File: src/hdl/ifam_pkg.sv
// ----------------------------------------------------------------------------
// ifam_pkg
// Shared types and constants of the intercom frame alarm matcher.
// ----------------------------------------------------------------------------
package ifam_pkg;

  localparam int unsigned FRAME_LEN = 18;
  localparam int unsigned COUNT_MAX = 19;
  localparam int unsigned MAX_ENTRIES = 8;

  localparam logic [7:0] BYTE_STX = 8'h02;
  localparam logic [7:0] BYTE_ETX = 8'h03;
  localparam logic [7:0] CHAR_F = 8'h46;
  localparam logic [7:0] CHAR_0 = 8'h30;
  localparam logic [7:0] CHAR_1 = 8'h31;
  localparam logic [7:0] CHAR_2 = 8'h32;
  localparam logic [7:0] CHAR_4 = 8'h34;

  // Positions of the checked characters within a frame.
  localparam int unsigned POS_TASK_HI = 2;
  localparam int unsigned POS_TASK_LO = 3;
  localparam int unsigned POS_NUM_X = 6;
  localparam int unsigned POS_NUM_Y = 10;
  localparam int unsigned POS_TYPE_HI = 14;
  localparam int unsigned POS_TYPE_LO = 15;

  // Table entry layout.
  localparam int unsigned ENTRY_W = 52;

  typedef struct packed {
    logic        valid;
    logic [2:0]  len;
    logic [31:0] digits;
    logic [15:0] alarm_number;
  } entry_t;

  // Result beat, last field in the lowest bits.
  typedef struct packed {
    logic [6:0]  pad;
    logic [2:0]  subscriber_length;
    logic [31:0] subscriber_digits;
    logic [2:0]  matched_entry;
    logic        alarm_on;
    logic [15:0] alarm_number;
    logic        alarm_event;
    logic        length_error;
  } result_t;

  // Mask that keeps the first len characters of a four-character word.
  function automatic logic [31:0] char_mask(logic [2:0] len);
    logic [31:0] m;
    m = '0;
    for (int k = 0; k < 4; k++) begin
      if (3'(k) < len) begin
        m[31 - 8 * k -: 8] = 8'hFF;
      end
    end
    return m;
  endfunction

endpackage

File: src/hdl/intercom_frame_alarm_matcher.sv
// ----------------------------------------------------------------------------
// intercom_frame_alarm_matcher
// Collects intercom frames from a byte stream and matches call messages
// against a small subscriber table.
// ----------------------------------------------------------------------------
// Usage:
// Received serial bytes arrive as beats on the s_axis channel, one byte per
// beat. STX empties the frame, ETX closes it and produces exactly one result
// beat on the m_axis channel (which also stands for the ACK); every other
// byte is appended to the frame. Frames that are not 18 characters long
// report a length error. Call start and call end messages of task "42" have
// their two subscriber numbers stripped up to the last 'F' and compared with
// the valid entries of the table; the first matching entry raises the event.
// The table is written through the APB port, eight 52-bit entries at byte
// addresses 8*i; reads return the stored entry.
// Timing: an accepted byte is held in the input register, where the frame
// is updated and an ETX is evaluated; once the ETX moves on, the result beat
// is presented from the result register in the following cycle.
// Throughput: one beat per cycle while no ETX waits, set by the single input
// register stage. When the receiver stalls, data bytes are still taken; an
// ETX waits in the input register until the result register is free.
// Reset clears the character count, the table and both valid flags.
// ----------------------------------------------------------------------------
module intercom_frame_alarm_matcher #(
  parameter int unsigned TABLE_ENTRIES = 8
) (
  input  logic        clk_i,
  input  logic        rst_ni,
  // Byte stream in
  input  logic        s_axis_tvalid,
  output logic        s_axis_tready,
  input  logic [7:0]  s_axis_tdata,   // [7:0] rx_byte
  // Result stream out
  output logic        m_axis_tvalid,
  input  logic        m_axis_tready,
  // [0] length_error, [1] alarm_event, [17:2] alarm_number, [18] alarm_on,
  // [21:19] matched_entry, [53:22] subscriber_digits,
  // [56:54] subscriber_length, [63:57] zero
  output logic [63:0] m_axis_tdata,
  // Configuration
  input  logic        psel,
  input  logic        penable,
  input  logic        pwrite,
  input  logic [5:0]  paddr,
  input  logic [63:0] pwdata,
  output logic [63:0] prdata,
  output logic        pready
);
  import ifam_pkg::*;

  // Subscriber table.
  entry_t entry_q [MAX_ENTRIES];

  // Input register.
  logic       in_valid_q;
  logic [7:0] in_byte_q;

  // Frame state.
  logic [7:0] frame_q [FRAME_LEN];
  logic [4:0] count_q, count_d;

  // Result register.
  logic    out_valid_q, out_valid_d;
  result_t out_q, out_d;

  logic is_stx, is_etx, advance, out_free;

  assign pready = 1'b1;
  assign prdata = {12'd0, entry_q[paddr[5:3]]};

  always_ff @(posedge clk_i or negedge rst_ni) begin
    if (!rst_ni) begin
      for (int i = 0; i < MAX_ENTRIES; i++) begin
        entry_q[i] <= '0;
      end
    end else if (psel && penable && pwrite) begin
      entry_q[paddr[5:3]] <= entry_t'(pwdata[ENTRY_W-1:0]);
    end
  end

  assign is_stx   = (in_byte_q == BYTE_STX);
  assign is_etx   = (in_byte_q == BYTE_ETX);
  assign out_free = !out_valid_q || m_axis_tready;
  // Data bytes never need the result register; an ETX does.
  assign advance  = in_valid_q && (!is_etx || out_free);

  assign s_axis_tready = !in_valid_q || advance;

  always_ff @(posedge clk_i or negedge rst_ni) begin
    if (!rst_ni) begin
      in_valid_q <= 1'b0;
    end else if (s_axis_tready) begin
      in_valid_q <= s_axis_tvalid;
    end
  end

  always_ff @(posedge clk_i) begin
    if (s_axis_tready && s_axis_tvalid) begin
      in_byte_q <= s_axis_tdata;
    end
  end

  // Character count and frame buffer.
  always_comb begin
    count_d = count_q;
    if (advance) begin
      if (is_stx) begin
        count_d = '0;
      end else if (!is_etx && count_q < 5'(COUNT_MAX)) begin
        count_d = count_q + 5'd1;
      end
    end
  end

  always_ff @(posedge clk_i or negedge rst_ni) begin
    if (!rst_ni) begin
      count_q <= '0;
    end else begin
      count_q <= count_d;
    end
  end

  always_ff @(posedge clk_i) begin
    if (advance && !is_stx && !is_etx && count_q < 5'(FRAME_LEN)) begin
      frame_q[count_q] <= in_byte_q;
    end
  end

  // Frame evaluation.
  logic        is_call, call_on;
  logic [31:0] num_x, num_y, strip_x, strip_y;
  logic [2:0]  len_x, len_y;
  logic [2:0]  first_x, first_y;

  assign num_x = {frame_q[POS_NUM_X], frame_q[POS_NUM_X+1],
                  frame_q[POS_NUM_X+2], frame_q[POS_NUM_X+3]};
  assign num_y = {frame_q[POS_NUM_Y], frame_q[POS_NUM_Y+1],
                  frame_q[POS_NUM_Y+2], frame_q[POS_NUM_Y+3]};

  assign is_call = (frame_q[POS_TASK_HI] == CHAR_4) && (frame_q[POS_TASK_LO] == CHAR_2) &&
                   (frame_q[POS_TYPE_HI] == CHAR_1) &&
                   ((frame_q[POS_TYPE_LO] == CHAR_2) || (frame_q[POS_TYPE_LO] == CHAR_0));
  assign call_on = (frame_q[POS_TYPE_LO] == CHAR_2);

  // The number keeps the characters after its last 'F', left aligned.
  always_comb begin
    first_x = '0;
    first_y = '0;
    for (int k = 0; k < 4; k++) begin
      if (num_x[31 - 8 * k -: 8] == CHAR_F) first_x = 3'(k + 1);
      if (num_y[31 - 8 * k -: 8] == CHAR_F) first_y = 3'(k + 1);
    end
    len_x   = 3'd4 - first_x;
    len_y   = 3'd4 - first_y;
    strip_x = num_x << {first_x, 3'b000};
    strip_y = num_y << {first_y, 3'b000};
  end

  logic       found;
  logic [2:0] hit_idx;

  always_comb begin
    logic hx, hy;
    found   = 1'b0;
    hit_idx = '0;
    for (int i = 0; i < TABLE_ENTRIES; i++) begin
      hx = (entry_q[i].len == len_x) &&
           (((entry_q[i].digits ^ strip_x) & char_mask(len_x)) == '0);
      hy = (entry_q[i].len == len_y) &&
           (((entry_q[i].digits ^ strip_y) & char_mask(len_y)) == '0);
      if (!found && entry_q[i].valid && (hx || hy)) begin
        found   = 1'b1;
        hit_idx = 3'(i);
      end
    end
  end

  always_comb begin
    out_d = '0;
    if (count_q != 5'(FRAME_LEN)) begin
      out_d.length_error = 1'b1;
    end else if (is_call && found) begin
      out_d.alarm_event   = 1'b1;
      out_d.alarm_number  = entry_q[hit_idx].alarm_number;
      out_d.alarm_on      = call_on;
      out_d.matched_entry = hit_idx;
      if (call_on) begin
        out_d.subscriber_digits = entry_q[hit_idx].digits & char_mask(entry_q[hit_idx].len);
        out_d.subscriber_length = entry_q[hit_idx].len;
      end
    end
  end

  always_comb begin
    out_valid_d = out_valid_q && !m_axis_tready;
    if (advance && is_etx) begin
      out_valid_d = 1'b1;
    end
  end

  always_ff @(posedge clk_i or negedge rst_ni) begin
    if (!rst_ni) begin
      out_valid_q <= 1'b0;
    end else begin
      out_valid_q <= out_valid_d;
    end
  end

  always_ff @(posedge clk_i) begin
    if (advance && is_etx) begin
      out_q <= out_d;
    end
  end

  assign m_axis_tvalid = out_valid_q;
  assign m_axis_tdata  = out_q;

  // Assertions
  a_count_range: assert property (@(posedge clk_i) disable iff (!rst_ni)
    count_q <= 5'(COUNT_MAX))
    else $error("character count beyond saturation");

  a_no_overrun: assert property (@(posedge clk_i) disable iff (!rst_ni)
    (in_valid_q && s_axis_tready) |-> advance)
    else $error("input register overwritten before it moved on");

  a_hold_result: assert property (@(posedge clk_i) disable iff (!rst_ni)
    (out_valid_q && !m_axis_tready) |=> (out_valid_q && $stable(out_q)))
    else $error("pending result lost or changed under stall");

  a_event_len: assert property (@(posedge clk_i) disable iff (!rst_ni)
    out_valid_q |-> !(out_q.alarm_event && out_q.length_error) &&
                    (out_q.subscriber_length == 3'd0 || out_q.alarm_on))
    else $error("inconsistent result fields");

endmodule

File: config.mk
export PLATFORM = sky130hd
export DESIGN_NAME = intercom_frame_alarm_matcher
export DESIGN_NICKNAME = d
export VERILOG_FILES = /design/src/hdl/ifam_pkg.sv /design/src/hdl/intercom_frame_alarm_matcher.sv
export SDC_FILE = /design/constraint.sdc
export NUM_CORES = 1
export LEC_CHECK = 0
export BUFFER_PORTS_ARGS = -buffer_cell sky130_fd_sc_hd__buf_2
export CAP_MARGIN = 20
export CELL_PAD_IN_SITES_DETAIL_PLACEMENT = 1
export CELL_PAD_IN_SITES_GLOBAL_PLACEMENT = 1
export CORE_ASPECT_RATIO = 1.25
export CORE_MARGIN = 4
export CORE_UTILIZATION = 50
export CTS_CLUSTER_DIAMETER = 200
export DETAILED_ROUTE_END_ITERATION = 8
export GPL_TIMING_DRIVEN = 0
export PLACE_DENSITY_LB_ADDON = 0.1
export REMOVE_ABC_BUFFERS = 1
export SLEW_MARGIN = 20
export SYNTH_ARGS = -nofsm -noshare
export SYNTH_HDL_FRONTEND = slang
export SYNTH_SLANG_ARGS = --single-unit
File: constraint.sdc
create_clock -name clk_i -period 12.89 [get_ports clk_i]
set_clock_uncertainty 0.15 [all_clocks]
set_input_delay 0.6445 -clock clk_i [delete_from_list [all_inputs] [get_ports clk_i]]
set_output_delay 0.6445 -clock clk_i [all_outputs]
set_load 0.01 [all_outputs]
# Word level (Yosys, flattened, before mapping)
# Memory sizes are Yosys's and may differ from the RTL's.
# Cells that the tools add are included.
[classes] n_addsub=3 magnitude_cmp=17 n_eq_ne=32 shift=2 mux=63 bitwise_logic=37 reduce_logical=90
[op_table] operator="32-bit AND" count=17
[op_table] operator="32-bit logical NOT" count=16
[op_table] operator="32-bit bitwise XOR" count=16
[op_table] operator="416-bit bitwise mux" count=1
[op_table] operator="52-bit binary-select mux with 3-bit select" count=2
[op_table] operator="8-bit two-way mux" count=24
[op_table] operator="52-bit demux with 3-bit select" count=1
[op_table] operator="52-bit two-way mux" count=3
[op_table] operator="51-bit two-way mux" count=2
[op_table] operator="8-bit by 7-bit == test with 1-bit output, second input constant" count=8
[op_table] operator="32-bit by 6-bit left shift with 32-bit output" count=2
[op_table] operator="3-bit == test" count=16
[op_table] operator="1-bit logical AND" count=46
[op_table] operator="8-bit by 6-bit == test with 1-bit output, second input constant" count=5
[op_table] operator="3-bit two-way mux" count=12
[op_table] operator="1-bit by 3-bit less-than comparator with 1-bit output, first input constant" count=6
[op_table] operator="2-bit by 3-bit less-than comparator with 1-bit output, first input constant" count=6
[op_table] operator="8-bit by 2-bit == test with 1-bit output, second input constant" count=2
[op_table] operator="1-bit two-way mux" count=16
[op_table] operator="1-bit logical NOT" count=12
[op_table] operator="1-bit logical OR" count=12
[op_table] operator="5-bit less-than comparator, second input constant" count=2
[op_table] operator="5-bit two-way mux" count=2
[op_table] operator="4-bit greater-or-equal comparator, second input constant" count=2
[op_table] operator="10 further kinds" count=13
[word_totals] reg_bits=488 ram_bits=144 input_bits=85 output_inout_bits=131 word_cells=288 memories=1
[mem_list] name="frame_q" depth=18 width=8 rd=12 rd_ports_with_merged_regs=0 wr=1 line_no="intercom_frame_alarm_matcher.sv:59" text="logic [7:0] frame_q [FRAME_LEN];"

# Depth between registers and ports, before layout
# Gate-level depths: netlist (run 1).
# An unclocked memory read counts as a cell.
[depth] word_depth=53 ltp_mapped=27

# Worst setup path before layout (run 1)
# Ideal clock, no wire load.
[synth_timing] kind="reg-to-reg" startpoint="memory frame_q[9][6]" endpoint="register out_q, in the netlist m_axis_tdata[10], data pin" setup_ns=0.270 arrival_time_ns=5.238 t_required_ns=12.470 setup_slack_ns=7.232 path_stages_with_launch=25 n_path_buf=8 period_less_slack_ns=5.658 path_cell_list="edfxtp_1 > nor4b_1 > nand4_1 > clkbuf_1 > buf_1 > clkbuf_1 > nand2_1 > ha_1 > clkbuf_1 > xnor2_1 > nand2_1 > or4_1 > a2111oi_2 > nand3_1 > and2_1 > nand4_2 > and2_1 > buf_6 > buf_8 > buf_2 > buf_4 > mux2i_1 > nand2_1 > o211ai_1 > a21oi_1"
[synth_rtl] element="from (decl)" line_no="intercom_frame_alarm_matcher.sv:59"
[synth_rtl] element="to (signal assigned)" line_no="intercom_frame_alarm_matcher.sv:211" text="out_q <= out_d;"
[synth_rtl] element="to (decl)" line_no="intercom_frame_alarm_matcher.sv:64" text="result_t out_q, out_d;"

==> results of run 1 <==
[report_power, final]
part           total, mW  internal [mW]  leakage [nW]  switching, mW
logic               1.52          0.732          10.1          0.783
clock network       2.05           1.16          1.10          0.888
registers           2.90           2.18          6.96          0.712
total               6.46           4.08          18.2           2.38
[worst min-delay path by stage]
stage / from / slack (ns) / endpoint
finish: s_axis_tdata[4] / 0.02 / in_byte_q[4]
detailed placement: entry_q[273] / 0.37 / entry_q[273]
floorplan: rst_ni / 0.20 / count_q[0]
CTS: s_axis_tdata[4] / 0.004 / in_byte_q[4]
global placement: entry_q[11] / 0.36 / entry_q[11]
global route: s_axis_tdata[4] / 0.02 / in_byte_q[4]
[through the flow]
| step | instances | TNS [ns] | hold WS, ns | total power [mW] |
|---|---|---|---|---|
| floorplan | 3855 | -73.18 | 0.199 | 3.60 |
| global placement | 5115 | -1455.97 | 0.358 | 4.24 |
| detailed placement | 5276 | 0 | 0.373 | 4.34 |
| CTS | 5406 | 0 | 0.00432 | 6.40 |
| global route | 5413 | 0 | 0.0213 | 6.68 |
| finish | 5419 | 0 | 0.0238 | 6.46 |
[worst reg2reg max path: cells and delay by family, from the launching register on]
family	cells	cell delay, ns
DFF	1	0.85
and+or+nand+nor	10	3.93
AOI/OAI and AO/OA	4	1.61
buffers and inverters	4	1.34
muxes	1	0.43
xor gates and xnor gates	1	0.77
adders and majority gates	1	0.30
[sequential cells by signal (all words and copies together), names as in the netlist]
| register | count |
|---|---|
| entry_q | 416 |
| frame_q | 96 |
| m_axis_tdata | 57 |
| in_byte_q | 8 |
| count_q | 5 |
| in_valid_q | 1 |
| m_axis_tvalid | 1 |
[cell usage in the layout (no fill, tap or decap), types with 25 or more instances in the layout]
master     Yosys  layout
o32ai_1       42      42
o21ai_0      172     171
nor3_1        83      78
xnor2_1      225     223
buf_4         36      61
a22oi_1      228     228
and2_1        26      25
xor2_1       125     125
nand2_1      226     224
buf_16         0      35
dfrtp_1      423     423
clkbuf_16      0      68
nor2_1       182     172
edfxtp_1     161     161
inv_1         57      57
and3_1        28      27
nand4_1      107     107
a21oi_1      150     148
mux2_2       426     426
nor4_1        32      27
nand2b_1      25      25
a31oi_1       81      81
nand3_1      149     148
a211oi_1      39      39
mux2i_1      179     179
buf_2         51     192
o211ai_2      31      31
nor4b_1       29      29
mux2_4        29      29
o211ai_1      62      62
[cell type report]
class | count | area share
Tap cell | 1080 | 0.0285
Sequential cell | 584 | 0.325
Antenna cell | 9 | 0.000475
Clock buffer | 86 | 0.0377
Clock inverter | 36 | 0.0107
Timing Repair Buffer | 353 | 0.0707
Inverter | 64 | 0.00506
Multi-Input combinational cell | 3207 | 0.522
[kinds of logic (layout without fill, tap and decap cells)]
logic type	after synthesis	count (layout)
other	2	29
buffers and inverters	516	539
AO/OA/AOI/OAI	1126	1126
multiplexers	636	636
AND/OR/NAND/NOR	1069	1069
flip-flops	584	584
XOR/XNOR	350	350
adder cells (fa/ha/maj)	6	6
[routing by layer]
metal | GRT usage | vias up | wire length, um
li1 | - | 16300 | -
met1 | 0.519 | 20300 | 72300
met2 | 0.678 | 2407 | 89200
met3 | 0.0922 | 915 | 17200
met4 | 0.329 | 6 | 18400
met5 | 0 | - | 34
[repair_timing]
| item | 4_1_cts | 5_1_grt |
|---|---|---|
| endpoints found under the hold margin | 45 | 0 |
| gates resized for setup | 0 | 0 |
| buffers inserted | 0 | 0 |
| hold buffers | 8 | 0 |
==> out/summary.txt, run 1 <==
worst setup path end = m_axis_tdata[2]
post-layout util = 0.571
simple logic cell fraction of the synthesized area = 0.140
# rows = 118
r2r startpoint = frame_q[8][6]
area post-placement = 44900 um^2
global route total overflow = 0
#FFs+latches synth = 584
number of synthesized flops with an enable pin = 161
number of fillers in the final layout = 8999
layout cells sized above 1 = 0.248
routability cong. = 1.02
Max Cap Violations = 0
fin crit share = 0.748
Mapped Cells = 4289
initial DRC count = 4523
unrepaired setup endpoints after global routing = false
register area = 15400 um^2
Core ar. = 83100 um^2
CP Cell Sequence = nor4b_1 -> nand4_1 -> nand2_1 -> nand2_1 -> ha_1 -> xnor2_2 -> nand2_1 -> a2111oi_0 -> nand4_1 -> a2111oi_2 -> nand3_1 -> and2_1 -> nand4_4 -> and2_4 -> buf_12 -> buf_16 -> buf_16 -> buf_16 -> mux2_2 -> o211ai_1 -> a21oi_1
TritonCTS Buffers = 66
Peak Freq = 0.104 GHz
Clock Sinks = 584
fin. max-slew vios = 0
global-route wire length before repair = 285000 um
post-synth design cell area = 42000 um^2
post-synth top area share = 0.252
cell with the most instances after synthesis = mux2_2
CP max-delay cell = nand4_1
clk_lat worst skew = 0.67 ns
H-tree depth = 3
Vias = 39800
Tightest Pin Transition = 1.20 ns
flop-to-flop setup slack = 3.25 ns
largest family of logic cells by synthesized area = compound AO/OA/AOI/OAI gates
die width = 267 um
total routed wirelength = 197000 um
final hold viol count = 0
Via-to-Cell Ratio = 7.35
Critical Path RT = 13.13 ns
min Tclk post-route = 9.64 ns
syn_area_per_cell = 9.80 um^2
Final ANT Viol Nets = 0
CP Depth = 21
HP Class = in2reg
Clock Pin Slew Worst Setup and Hold Paths = 0.07 ns
WS Path Type = reg2reg
clock tree root buffer cell = clkbuf_16
mux share of post-synthesis cell area = 0.168
IO Pins = 216
outcome = completed
Port Buffers = 180
Multi-input gate area = 24800 um^2
Commonest cells post-synth = 426 x mux2_2, 423 x dfrtp_1, 284 x clkbuf_1
DRC violations left = 0
Critical Path Sink Type = flip-flop
CTS tree = built
post-synthesis sequential area ratio = 0.367
P_leak = 18.2 nW
P&R area growth vs syn = 12.9%
worst path bufs/invs = 4
worst setup margin = 3.25 ns
Yosys top cell by area = dfrtp_1
Worst VDD drop = 0.105 mV
Worst Setup SP = frame_q[8][6]
r2r worst-path depth = 21
critical path launch point type = flip-flop
pwr dens = 136 nW/um^2
CP peak stage delay = 0.94 ns
final instance area = 47400 um^2
synth top area cells = dfrtp_1 25%, edfxtp_1 12%, mux2_2 11%
router iterations before antenna repair = 6
Setup Slack @ Placement = 3.22 ns
Initial Util = 0.506
NumNets Final = 4367
YS warnings = 0
Post-Synth Adder-Cell Area = 0.00179
post-synthesis compound-gate area fraction = 0.197
Worst slew margin = 0.201
Die H = 332 um
antenna violations before repair = 11
Synth Area in XOR/XNOR = 0.0729
FF-to-FF End = m_axis_tdata[2]
die area = 88800 um^2
count of final setup violators = 0
WL per Instance = 36.4 um
Clock Path Buffers = 3
vias in the first global route = 41200
Worst Path Arrival = 9.88 ns
Worst Hold Depth = 1
ys async rst share = 0.724
largest net degree at the start of global routing = 98
Synth cell types = 122
Crit path max-delay family = simple AND/OR/NAND/NOR gates
GRT Util Overall = 0.432
placed wire-length estimate = 143000 um
Max Fanout on Critical Path = 43
ys flop type = dfrtp_1
Power figures use the tool's default switching activity.
==> run 2, diff against run 1 <==
==> constraint.sdc (replaced) <==
create_clock -name clk_i -period 9.55 [get_ports clk_i]
set_clock_uncertainty 0.15 [all_clocks]
set_input_delay 0.4775 -clock clk_i [delete_from_list [all_inputs] [get_ports clk_i]]
set_output_delay 0.4775 -clock clk_i [all_outputs]
set_load 0.01 [all_outputs]
==> run 2 against run 1 <==
Sequential share of layout area decreased by 0.18 points. Clock power is 35% higher. Cell area grew 0.54%. Sequential power increased by 35%. Utilization increased by 0.31 points. Final cell count is 0.50% higher. Wire length grew 0.51%. Non-clock buffer count increased by 26. Clock-buffer cell count stayed put. Largest power group unchanged. Maximum frequency grew 2.2%.
==> out/summary.txt, run 2 (synthesis results as in run 1) <==
outcome = completed
fin. max-slew vios = 0 (unchanged)
Via-to-Cell Ratio = 7.38 (+0.39%)
Top reg by flops = entry_q
Tightest Pin Transition = 1.23 ns (+0.0291 ns)
Initial Util = 0.506 (unchanged)
NumNets Final = 4395 (+0.64%)
H-tree depth = 3 (unchanged)
DRC violations left = 0 (unchanged)
Critical Path Sink Type = flip-flop
min Tclk post-route = 9.44 ns (-0.206 ns)
unrepaired setup endpoints after global routing = false
Core ar. = 83100 um^2 (unchanged)
GRT Util Overall = 0.435 (+0.00240)
final instance area = 47700 um^2 (+0.54%)
router iterations before antenna repair = 7 (+1)
Worst Path Arrival = 9.64 ns (-0.24 ns)
most common cell after layout, fill and taps aside = mux2_2
die width = 267 um (unchanged)
WL per Instance = 36.4 um (about the same)
Multi-input gate area = 24800 um^2 (about the same)
Critical Path RT = 9.75 ns (-3.38 ns)
placed wire-length estimate = 143000 um (unchanged)
P_leak = 18.2 nW (-0.18%)
Worst slew margin = 0.182 (-0.0194)
number of fillers in the final layout = 8989 (-0.11%)
CP max-delay cell = xnor2_1
worst path bufs/invs = 3 (-1)
Placed Instances = 5276 (unchanged)
HP Class = in2reg
antenna violations before repair = 9 (-2)
TritonCTS Buffers = 66 (unchanged)
Worst Hold Depth = 2 (+1)
global-route wire length before repair = 287000 um (+0.61%)
pwr dens = 183 nW/um^2 (+34%)
most frequent cells in the layout = 426 x mux2_2, 423 x dfrtp_1, 228 x a22oi_1, 224 x nand2_1, 223 x xnor2_1
Die H = 332 um (unchanged)
CP Cell Sequence = nor4b_1 -> nand2_1 -> a21oi_2 -> inv_2 -> ha_1 -> xnor2_1 -> nor4b_1 -> a32oi_1 -> nor2_1 -> and4_1 -> a41oi_1 -> nand4_4 -> and2_4 -> buf_12 -> o211ai_1 -> o31ai_1 -> o311ai_4 -> buf_6 -> a21oi_1
total chip power = 8.73 mW (+35%)
CP Depth = 19 (-9.5%)
Max Fanout on Critical Path = 30 (-30%)
total routed wirelength = 198000 um (+0.51%)
final hold viol count = 0 (unchanged)
layout cells sized above 1 = 0.246 (-0.00136)
area post-placement = 44900 um^2 (unchanged)
max FFs per register = 416 (unchanged)
r2r worst-path depth = 19 (-9.5%)
CP peak stage delay = 0.91 ns (-0.03 ns)
clk_lat worst skew = 0.66 ns (about the same)
count of final setup violators = 0 (unchanged)
routability cong. = 1.02 (unchanged)
clock tree root buffer cell = clkbuf_16
vias in the first global route = 41400 (+0.48%)
die area = 88800 um^2 (unchanged)
initial DRC count = 4692 (+3.7%)
Clock Pin Slew Worst Setup and Hold Paths = 0.07 ns (about the same)
P&R area growth vs syn = 13.5%
Peak Freq = 0.106 GHz (+2.2%)
global route total overflow = 0 (unchanged)
Max Cap Violations = 0 (unchanged)
largest net degree at the start of global routing = 98 (unchanged)
Crit path max-delay family = compound AO/OA/AOI/OAI gates
Vias = 40200 (+0.89%)
Port Buffers = 180 (unchanged)
register area = 15400 um^2 (unchanged)
post-route insts no fill = 5446 (+0.50%)
Final ANT Viol Nets = 0 (unchanged)
IO Pins = 216 (unchanged)
final hold slack = 0.0283 ns (+0.00447 ns)
Worst VDD drop = 0.139 mV (+33%)
Post-Route Setup TNS = 0 ns (unchanged)
fin crit share = 0.988 (+0.240)
most frequent CP cell = nor4b_1
WS Path Type = reg2reg
# rows = 118 (unchanged)
Clock Sinks = 584 (unchanged)
Clock Path Buffers = 3 (unchanged)
critical path launch point type = flip-flop
CTS tree = built
==> run 2: cell types whose count changed in the layout (fill, tap and decap cells not counted), sizes merged <==
cell / delta
diode: -1
nor2: +2
dlygate4sd3: +26
==> run 2: repair_timing <==
item	4_1_cts	5_1_grt
hold buffers	34	0
pin swaps	1	1
endpoints found under the hold margin	201	0
buffers inserted	0	0
endpoints found under the setup margin	11	40
resized for setup	0	1
cloned	1	1
==> run 2: worst paths after layout <==
kind	startpoint	to	slack (ns)
worst max register to register	frame_q[12][3]	m_axis_tdata[39]	0.11
worst min-delay path	pwdata[22]	entry_q[22]	0.03
worst min register to register	entry_q[12]	entry_q[12]	0.39
min in group asynchronous	rst_ni	entry_q[279]	0.15
worst max-delay path	frame_q[12][3]	m_axis_tdata[39]	0.11
max in group asynchronous	rst_ni	entry_q[8]	7.00
==> run 2: layout make-up <==
cell class / count / area share
inverters: 64 / 0.00504
flip-flops and latches: 584 / 0.323
clock buffers: 86 / 0.0375
well taps: 1080 / 0.0283
clock inverters: 36 / 0.0106
diodes: 8 / 0.000420
multi-input cells: 3209 / 0.519
repair buffers: 379 / 0.0754
==> run 2: layer usage <==
metal	GRT usage	routed length (um)
met5	0	25
met4	0.326	18400
met3	0.0901	17500
met2	0.682	89600
met1	0.525	72600
==> run 2: through the flow <==
stage,worst slack [ns],util
final,0.111,0.574
after global routing,0.0334,0.574
after CTS,0.0854,0.572
after detailed placement,-0.122,0.541
after global placement,-17.34,0.509
after floorplan,-5.16,-
==> run 2: report_power, final <==
part	switching [mW]	internal [mW]
combinational	1.06	0.995
clock	1.19	1.57
sequential	0.960	2.95
